File: src/design/tcce_pkg.sv
// shared types, constants and helper functions of the text console cursor engine
package tcce_pkg;

    localparam int LINE_BYTES     = 100;
    localparam int TEXT_ROWS      = 8;
    localparam int CELL_WIDTH     = 6;
    localparam int FONT_START     = 32;
    localparam int CELLS_PER_LINE = LINE_BYTES / CELL_WIDTH;

    localparam int COL_W    = 4;
    localparam int ROW_W    = 3;
    localparam int OFFSET_W = 7;
    localparam int GLYPH_W  = 8;
    localparam int CHAR_W   = 8;
    localparam int NUM_W    = 32;
    localparam int CMD_W    = 3;
    localparam int DIGIT_W  = 4;
    localparam int MAX_DIGITS = 10;
    localparam int COUNT_W  = 4;
    localparam int IDX_W    = $clog2(MAX_DIGITS);

    // floor(v / 10) == (v * RECIP_TEN) >> RECIP_SHIFT for every 32-bit v
    localparam logic [NUM_W-1:0] RECIP_TEN = 32'hCCCC_CCCD;
    localparam int RECIP_SHIFT = 35;

    localparam logic [CHAR_W-1:0] NEWLINE_CHAR = 8'd10;
    localparam logic [CHAR_W-1:0] MINUS_CHAR   = 8'd45;

    localparam logic [CHAR_W-1:0] DIGIT_CHARS [16] = '{
        8'd48, 8'd49, 8'd50, 8'd51, 8'd52, 8'd53, 8'd54, 8'd55,
        8'd56, 8'd57, 8'd65, 8'd66, 8'd67, 8'd68, 8'd69, 8'd70
    };

    typedef enum logic [CMD_W-1:0] {
        CMD_CHAR    = 3'd0,
        CMD_ENDLINE = 3'd1,
        CMD_HEX     = 3'd2,
        CMD_UDEC    = 3'd3,
        CMD_SDEC    = 3'd4,
        CMD_SETPOS  = 3'd5
    } cmd_t;

    typedef struct packed {
        logic             put;
        logic             line_end;
        logic             set_pos;
        logic [COL_W-1:0] set_column;
        logic [ROW_W-1:0] set_row;
    } cursor_ctrl_t;

    typedef struct packed {
        logic [ROW_W-1:0]    row;
        logic [OFFSET_W-1:0] offset;
    } cursor_pos_t;

    typedef struct packed {
        logic load;
        logic hex;
        logic mul;
        logic step;
    } unit_ctrl_t;

    function automatic logic [GLYPH_W-1:0] glyph_of(input logic [CHAR_W-1:0] code);
        logic [GLYPH_W-1:0] g;
        if (code >= CHAR_W'(FONT_START)) begin
            g = GLYPH_W'(code - CHAR_W'(FONT_START));
        end else begin
            g = '0;
        end
        return g;
    endfunction

endpackage

File: src/design/tcce_digit_unit.sv
// shared digit extraction unit: decimal: reciprocal multiply and remainder; hex: shift
module tcce_digit_unit
    import tcce_pkg::*;
(
    input  logic               aclk,
    input  unit_ctrl_t         ctrl,
    input  logic [NUM_W-1:0]   load_value,
    output logic [DIGIT_W-1:0] digit,
    output logic               quot_zero
);

    logic [NUM_W-1:0]   val_reg;
    logic [2*NUM_W-1:0] prod_reg;
    logic               hex_reg;
    logic [NUM_W-1:0]   quot;
    logic [NUM_W-1:0]   quot_x10;

    always_comb begin
        if (hex_reg) begin
            quot = {4'b0, val_reg[NUM_W-1:4]};
        end else begin
            quot = NUM_W'(prod_reg[2*NUM_W-1:RECIP_SHIFT]);
        end
        quot_x10 = (quot << 3) + (quot << 1);
    end

    assign digit     = hex_reg ? val_reg[DIGIT_W-1:0] : DIGIT_W'(val_reg - quot_x10);
    assign quot_zero = (quot == '0);

    always_ff @(posedge aclk) begin
        if (ctrl.load) begin
            val_reg <= load_value;
            hex_reg <= ctrl.hex;
        end else if (ctrl.step) begin
            val_reg <= quot;
        end
        if (ctrl.mul) begin
            prod_reg <= (2*NUM_W)'(val_reg) * (2*NUM_W)'(RECIP_TEN);
        end
    end

endmodule

File: src/design/tcce_cursor.sv
// cursor column, row and skip-linefeed state with wrap handling
module tcce_cursor
    import tcce_pkg::*;
(
    input  logic         aclk,
    input  logic         aresetn,
    input  cursor_ctrl_t ctrl,
    output cursor_pos_t  pos
);

    logic [COL_W-1:0] col_reg, col_next;
    logic [ROW_W-1:0] row_reg, row_next;
    logic             skip_reg, skip_next;
    logic [ROW_W-1:0] row_adv;

    assign row_adv = (row_reg == ROW_W'(TEXT_ROWS - 1)) ? '0 : row_reg + 1'b1;

    always_comb begin
        col_next  = col_reg;
        row_next  = row_reg;
        skip_next = skip_reg;
        if (ctrl.put) begin
            if (col_reg == COL_W'(CELLS_PER_LINE - 1)) begin
                col_next  = '0;
                row_next  = row_adv;
                skip_next = 1'b1;
            end else begin
                col_next  = col_reg + 1'b1;
                skip_next = 1'b0;
            end
        end else if (ctrl.line_end) begin
            if (skip_reg) begin
                skip_next = 1'b0;
            end else begin
                col_next = '0;
                row_next = row_adv;
            end
        end else if (ctrl.set_pos) begin
            col_next = ctrl.set_column;
            row_next = ctrl.set_row;
        end
    end

    always_ff @(posedge aclk) begin
        if (!aresetn) begin
            col_reg  <= '0;
            row_reg  <= '0;
            skip_reg <= 1'b0;
        end else begin
            col_reg  <= col_next;
            row_reg  <= row_next;
            skip_reg <= skip_next;
        end
    end

    assign pos.row    = row_reg;
    assign pos.offset = OFFSET_W'({3'b0, col_reg} * OFFSET_W'(CELL_WIDTH));

endmodule

File: src/design/text_console_cursor_engine_core.sv
// top level of the text console cursor engine: command sequencer, digit buffer, write register
// One request at a time. Line end, set cursor and unused commands finish in the accept
// cycle and produce no write. A plain character makes one write, which may wait on the
// write channel. A hex number extracts its digits (up to 8) in ST_DIG and then writes
// them; a decimal number passes each digit through ST_MUL and ST_DIG in the shared
// reciprocal-multiply divide-by-ten unit and then writes them (up to 10), after a
// leading minus sign if negative. The write register lets the next request be taken
// while the final write of the previous one is still waiting on m_tready.
module text_console_cursor_engine_core
    import tcce_pkg::*;
(
    input  logic        aclk,
    input  logic        aresetn,
    input  logic        s_tvalid,
    output logic        s_tready,
    // char_code[7:0], number_value[39:8], set_column[43:40], set_row[46:44], zero pad
    input  logic [47:0] s_tdata,
    // command[2:0]
    input  logic [2:0]  s_tuser,
    output logic        m_tvalid,
    input  logic        m_tready,
    // text_row[2:0], byte_offset[9:3], glyph_index[17:10], zero pad
    output logic [23:0] m_tdata,
    output logic        m_tlast
);

    typedef enum logic [5:0] {
        ST_IDLE  = 6'b000001,
        ST_CHAR  = 6'b000010,
        ST_SIGN  = 6'b000100,
        ST_MUL   = 6'b001000,
        ST_DIG   = 6'b010000,
        ST_PRINT = 6'b100000
    } state_t;

    state_t state_reg, state_next;

    logic [CHAR_W-1:0]  in_char;
    logic [NUM_W-1:0]   in_num;
    logic [COL_W-1:0]   in_col;
    logic [ROW_W-1:0]   in_row;
    cmd_t               in_cmd;
    logic               accept;
    logic               in_neg;

    logic [CHAR_W-1:0]  char_reg, char_next;
    logic               hex_reg, hex_next;
    logic [COUNT_W-1:0] count_reg, count_next;
    logic [DIGIT_W-1:0] digit_buf [MAX_DIGITS];
    logic [IDX_W-1:0]   rd_idx;

    logic               m_valid_reg, m_valid_next;
    logic               m_last_reg;
    logic [ROW_W-1:0]   m_row_reg;
    logic [OFFSET_W-1:0] m_off_reg;
    logic [GLYPH_W-1:0] m_glyph_reg;

    logic               out_free;
    logic               emit;
    logic               emit_last;
    logic [CHAR_W-1:0]  emit_char;

    cursor_ctrl_t       cur_ctrl;
    cursor_pos_t        cur_pos;
    unit_ctrl_t         unit_ctrl;
    logic [NUM_W-1:0]   unit_value;
    logic [DIGIT_W-1:0] unit_digit;
    logic               unit_qzero;

    assign in_char = s_tdata[7:0];
    assign in_num  = s_tdata[39:8];
    assign in_col  = s_tdata[43:40];
    assign in_row  = s_tdata[46:44];
    assign in_cmd  = cmd_t'(s_tuser);

    assign s_tready = (state_reg == ST_IDLE);
    assign accept   = s_tvalid && s_tready;
    assign in_neg   = (in_cmd == CMD_SDEC) && in_num[NUM_W-1];

    assign out_free = !m_valid_reg || m_tready;
    assign rd_idx   = IDX_W'(count_reg - 1'b1);

    always_comb begin
        emit_char = char_reg;
        emit_last = 1'b1;
        emit      = 1'b0;
        unique case (state_reg)
            ST_CHAR: begin
                emit = out_free;
            end
            ST_SIGN: begin
                emit      = out_free;
                emit_char = MINUS_CHAR;
                emit_last = 1'b0;
            end
            ST_PRINT: begin
                emit      = out_free;
                emit_char = DIGIT_CHARS[digit_buf[rd_idx]];
                emit_last = (count_reg == COUNT_W'(1));
            end
            ST_IDLE, ST_MUL, ST_DIG: begin
                emit = 1'b0;
            end
            default: begin
                emit = 1'b0;
            end
        endcase
    end

    // cursor updates: writes, line ends and in-range position sets
    always_comb begin
        cur_ctrl.put        = emit;
        cur_ctrl.line_end   = accept && ((in_cmd == CMD_ENDLINE) ||
                              ((in_cmd == CMD_CHAR) && (in_char == NEWLINE_CHAR)));
        cur_ctrl.set_pos    = accept && (in_cmd == CMD_SETPOS) &&
                              (32'(in_col) < CELLS_PER_LINE) && (32'(in_row) < TEXT_ROWS);
        cur_ctrl.set_column = in_col;
        cur_ctrl.set_row    = in_row;
    end

    always_comb begin
        unit_ctrl.load = accept && ((in_cmd == CMD_HEX) || (in_cmd == CMD_UDEC) ||
                                    (in_cmd == CMD_SDEC));
        unit_ctrl.hex  = (in_cmd == CMD_HEX);
        unit_ctrl.mul  = (state_reg == ST_MUL);
        unit_ctrl.step = (state_reg == ST_DIG);
        unit_value     = in_neg ? (~in_num + 1'b1) : in_num;
    end

    always_comb begin
        state_next = state_reg;
        char_next  = char_reg;
        hex_next   = hex_reg;
        count_next = count_reg;
        unique case (state_reg)
            ST_IDLE: begin
                if (accept) begin
                    case (in_cmd) inside
                        CMD_CHAR: begin
                            if (in_char != NEWLINE_CHAR) begin
                                char_next  = in_char;
                                state_next = ST_CHAR;
                            end
                        end
                        CMD_HEX, CMD_UDEC, CMD_SDEC: begin
                            hex_next   = (in_cmd == CMD_HEX);
                            count_next = '0;
                            if (in_neg) begin
                                state_next = ST_SIGN;
                            end else if (in_cmd == CMD_HEX) begin
                                state_next = ST_DIG;
                            end else begin
                                state_next = ST_MUL;
                            end
                        end
                        default: begin
                            state_next = ST_IDLE;
                        end
                    endcase
                end
            end
            ST_CHAR: begin
                if (emit) begin
                    state_next = ST_IDLE;
                end
            end
            ST_SIGN: begin
                if (emit) begin
                    state_next = ST_MUL;
                end
            end
            ST_MUL: begin
                state_next = ST_DIG;
            end
            ST_DIG: begin
                count_next = count_reg + 1'b1;
                if (unit_qzero || (count_reg == COUNT_W'(MAX_DIGITS - 1))) begin
                    state_next = ST_PRINT;
                end else if (hex_reg) begin
                    state_next = ST_DIG;
                end else begin
                    state_next = ST_MUL;
                end
            end
            ST_PRINT: begin
                if (emit) begin
                    count_next = count_reg - 1'b1;
                    if (count_reg == COUNT_W'(1)) begin
                        state_next = ST_IDLE;
                    end
                end
            end
            default: begin
                state_next = ST_IDLE;
            end
        endcase
    end

    always_comb begin
        m_valid_next = m_valid_reg;
        if (emit) begin
            m_valid_next = 1'b1;
        end else if (m_tready) begin
            m_valid_next = 1'b0;
        end
    end

    always_ff @(posedge aclk) begin
        if (!aresetn) begin
            state_reg   <= ST_IDLE;
            count_reg   <= '0;
            m_valid_reg <= 1'b0;
        end else begin
            state_reg   <= state_next;
            count_reg   <= count_next;
            m_valid_reg <= m_valid_next;
        end
    end

    always_ff @(posedge aclk) begin
        char_reg <= char_next;
        hex_reg  <= hex_next;
        if (state_reg == ST_DIG) begin
            digit_buf[IDX_W'(count_reg)] <= unit_digit;
        end
        if (emit) begin
            m_row_reg   <= cur_pos.row;
            m_off_reg   <= cur_pos.offset;
            m_glyph_reg <= glyph_of(emit_char);
            m_last_reg  <= emit_last;
        end
    end

    tcce_cursor u_cursor (
        .aclk    (aclk),
        .aresetn (aresetn),
        .ctrl    (cur_ctrl),
        .pos     (cur_pos)
    );

    tcce_digit_unit u_digit_unit (
        .aclk       (aclk),
        .ctrl       (unit_ctrl),
        .load_value (unit_value),
        .digit      (unit_digit),
        .quot_zero  (unit_qzero)
    );

    assign m_tvalid = m_valid_reg;
    assign m_tlast  = m_last_reg;
    assign m_tdata  = {6'b0, m_glyph_reg, m_off_reg, m_row_reg};

    // printing always has at least one buffered digit
    a_print_has_digits: assert property (@(posedge aclk) disable iff (!aresetn)
        (state_reg == ST_PRINT) |-> (count_reg != '0))
        else $error("print state with empty digit buffer");

    // the digit count never passes the buffer depth
    a_count_bound: assert property (@(posedge aclk) disable iff (!aresetn)
        (count_reg <= COUNT_W'(MAX_DIGITS)))
        else $error("digit count beyond buffer depth");

    // line end and set cursor requests leave the block ready in the next cycle
    a_no_write_ready: assert property (@(posedge aclk) disable iff (!aresetn)
        (accept && ((in_cmd == CMD_ENDLINE) || (in_cmd == CMD_SETPOS))) |=> s_tready)
        else $error("non-writing request left the block busy");

    // the last digit written returns the sequencer to idle
    a_last_digit_idle: assert property (@(posedge aclk) disable iff (!aresetn)
        ((state_reg == ST_PRINT) && emit && (count_reg == COUNT_W'(1)))
            |=> (state_reg == ST_IDLE) && m_tvalid && m_tlast)
        else $error("final digit write did not end the request");

endmodule

File: config.mk
export PLATFORM = sky130hd
export DESIGN_NAME = text_console_cursor_engine_core
export DESIGN_NICKNAME = d
export VERILOG_FILES = /design/src/design/tcce_pkg.sv /design/src/design/tcce_digit_unit.sv /design/src/design/tcce_cursor.sv /design/src/design/text_console_cursor_engine_core.sv
export SDC_FILE = /design/constraint.sdc
export NUM_CORES = 1
export LEC_CHECK = 0
export ABC_AREA = 1
export BUFFER_PORTS_ARGS = -buffer_cell sky130_fd_sc_hd__buf_2
export CAP_MARGIN = 20
export CORE_ASPECT_RATIO = 0.5
export CORE_MARGIN = 2
export CORE_UTILIZATION = 55
export CTS_CLUSTER_SIZE = 30
export DETAILED_ROUTE_END_ITERATION = 6
export GPL_TIMING_DRIVEN = 0
export PLACE_DENSITY = 0.72
export SLEW_MARGIN = 5
export SYNTH_ARGS = -nofsm -noshare
export SYNTH_HDL_FRONTEND = slang
export SYNTH_SLANG_ARGS = --single-unit
File: constraint.sdc
create_clock -name aclk -period 11.7 [get_ports aclk]
set_clock_uncertainty 0.1 [all_clocks]
set_input_delay 2.34 -clock aclk [delete_from_list [all_inputs] [get_ports aclk]]
set_output_delay 2.34 -clock aclk [all_outputs]
set_load 0.02 [all_outputs]
==> impl_metrics.json <==
{
  "floorplan.initialDensity_pct": 56.1,
  "grt_overflow": 0,
  "finalCoreUtilization_pct": 60.0,
  "fill_cells": 4283,
  "rows": 56,
  "path_clk_slew_ns": 0.08,
  "crit_arrival_ns": 7.94,
  "ctsHoldBuffers": 0,
  "place_ws_ns": 4.10,
  "die_h_um": 159,
  "grtUsageTotal_pct": 35.1,
  "cts_sinks": 148,
  "grt_max_degree": 33,
  "post_cts_buffers": 0,
  "die_x_um": 314,
  "end_kind": "flip-flop",
  "setup_viol_count_final": 0,
  "yosysSeqAreaShare_pct": 16.1,
  "crit_required_ns": 11.76,
  "drt_wl_total_mm": 84.9,
  "cts_buffers": 17,
  "clk_latency_ns": 0.43,
  "clockBufferDepth": 2,
  "fmax_ghz": 0.127,
  "synth_top_area_share_pct": 29.4,
  "layout-drive-gt1-share_pct": 5.35,
  "status": "complete, no violations",
  "max_cap_viol_count": 0,
  "tightest_slew_ns": 0.992,
  "antenna_found_initial": 1,
  "seq_area_um2": 4250,
  "yosys.area.top_type": "fa_1",
  "syn_area_um2": 26400,
  "worstSetupPathType": "flip-flop to flip-flop",
  "cts_tree": "built",
  "ys_ff_latch": 148,
  "drc": 0,
  "synth_cell_types": 43,
  "diodes": 0,
  "largest_register_ff_count": 40,
  "fin_crit_sh_pct": 67.3,
  "vias_per_cell": 5.50,
  "final_common_cell": "inv_1",
  "yosys_warnings": 0,
  "startpoint_type": "flip-flop",
  "multi_input_area_um2": 18900,
  "drt-initial-drc-count": 2159,
  "tns_ns": 0,
  "grt_first_pass_wirelength_mm": 129,
  "rsz0062_at_grt": "no",
  "syn_avg_cell_area_um2": 8.43,
  "drt-pass1-iter-count": 6,
  "portBuffers": 73,
  "grt_pass1_vias": 21600,
  "htreeDepth": 4,
  "core_um2": 47200,
  "cp_max_fo": 9,
  "min_path_type": "flip-flop to flip-flop",
  "period_needed_ns": 7.87,
  "synthCells": 3136,
  "place_congestion": 1.00,
  "area_delta_synth_final_pct": 6.96,
  "drv_slew": 0,
  "cts-root-buf": "clkbuf_16",
  "fp.dieArea_um2": 49900,
  "final-hold-violation-count": 0,
  "relSlewSlack_pct": 33.2,
  "mostFrequentLayoutCells": "inv_1 (796), nand2_1 (538), fa_1 (388)",
  "wl_per_cell_um": 21.8,
  "vias": 21400,
  "cts_resized": 0,
  "dp_hpwl_mm": 74.2,
  "ant_nets": 0,
  "setup_ws_ns": 3.83,
  "boundaryPins": 82,
  "nets": 4045,
  "synthTopCellsByArea": "fa_1 (29%), ha_1 (17%), edfxtp_1 (15%)"
}
==> kinds of logic after synthesis <==
logic type / after synthesis / synth area share, %
compound gates: 296 / 6.00
xor+xnor: 79 / 2.62
fa+ha+maj: 753 / 46.7
buf+inv: 838 / 12.3
flops: 148 / 16.1
mux: 4 / 0.151
other cells: 1 / 0.0142
simple gates: 1017 / 16.1
==> critical path: stages, from the launching register on <==
cell,delay (ns)
edfxtp_1,0.62
ha_1,0.44
clkbuf_1,0.47
inv_1,0.19
nand2_1,0.09
nand2_1,0.23
o21ai_0,0.80
fa_1,0.60
fa_1,0.53
fa_1,0.46
fa_1,0.50
inv_1,0.05
fa_1,0.47
inv_1,0.04
ha_1,0.27
ha_1,0.42
nand2_1,0.13
nor2_1,0.30
inv_1,0.08
nor2_1,0.12
inv_1,0.12
nor4_1,0.24
nand2_1,0.12
nand3_1,0.10
nand2_1,0.12
==> final timing paths <==
kind | startpoint | to | slack, ns | cells past startpoint
hold reg to reg | u_cursor.row_reg[2] | m_row_reg[2] | 0.37 | 0
setup reg to reg | u_digit_unit.val_reg[7] | u_digit_unit.prod_reg[62] | 3.83 | 24
setup / recovery | u_digit_unit.val_reg[7] | u_digit_unit.prod_reg[62] | 3.83 | 24
hold / removal | u_cursor.row_reg[2] | m_row_reg[2] | 0.37 | 0
==> metal layers <==
| metal | wire [um] | global-route usage [%] |
|---|---|---|
| met5 | 0 | 0 |
| met4 | 2150 | 8.85 |
| met3 | 10200 | 9.98 |
| met2 | 35500 | 51.6 |
| met1 | 37100 | 51.1 |
==> cells in the mapped netlist (all sizes together) <==
cell,n
a211oi,1
a21boi,2
a21o,10
a21oi,120
a31oi,6
a41oi,1
buf,31
clkbuf,6
conb,1
dfxtp,19
edfxtp,129
fa,388
ha,365
inv,801
mux2i,4
nand2,544
nand3,137
nand3b,7
nand4,26
nor2,254
nor3,32
nor4,7
o211ai,5
o21a,2
o21ai,130
o21bai,13
o22ai,6
or2,10
xnor2,19
xor2,60
==> stage by stage <==
step / area [um^2] / cells / hold slack, ns
after floorplan: 26500 / 3142 / 0.335
after global placement: 27600 / 3853 / 0.348
after detailed placement: 27700 / 3855 / 0.352
after CTS: 28300 / 3887 / 0.370
after global routing: 28300 / 3888 / 0.381
final: 28300 / 3888 / 0.368
==> layout make-up <==
cell class	instances	area share [%]
Clock inverter	15	0.655
Inverter	801	10.6
Timing Repair Buffer	76	1.43
Tap cell	638	2.82
Buffer	37	0.894
Multi-Input combinational cell	2156	67.0
Sequential cell	148	15.0
Clock buffer	17	1.50
Power is left out: the tool's default activity adds up to more than one toggle a clock period on the data nets, which glitch-free logic cannot reach.
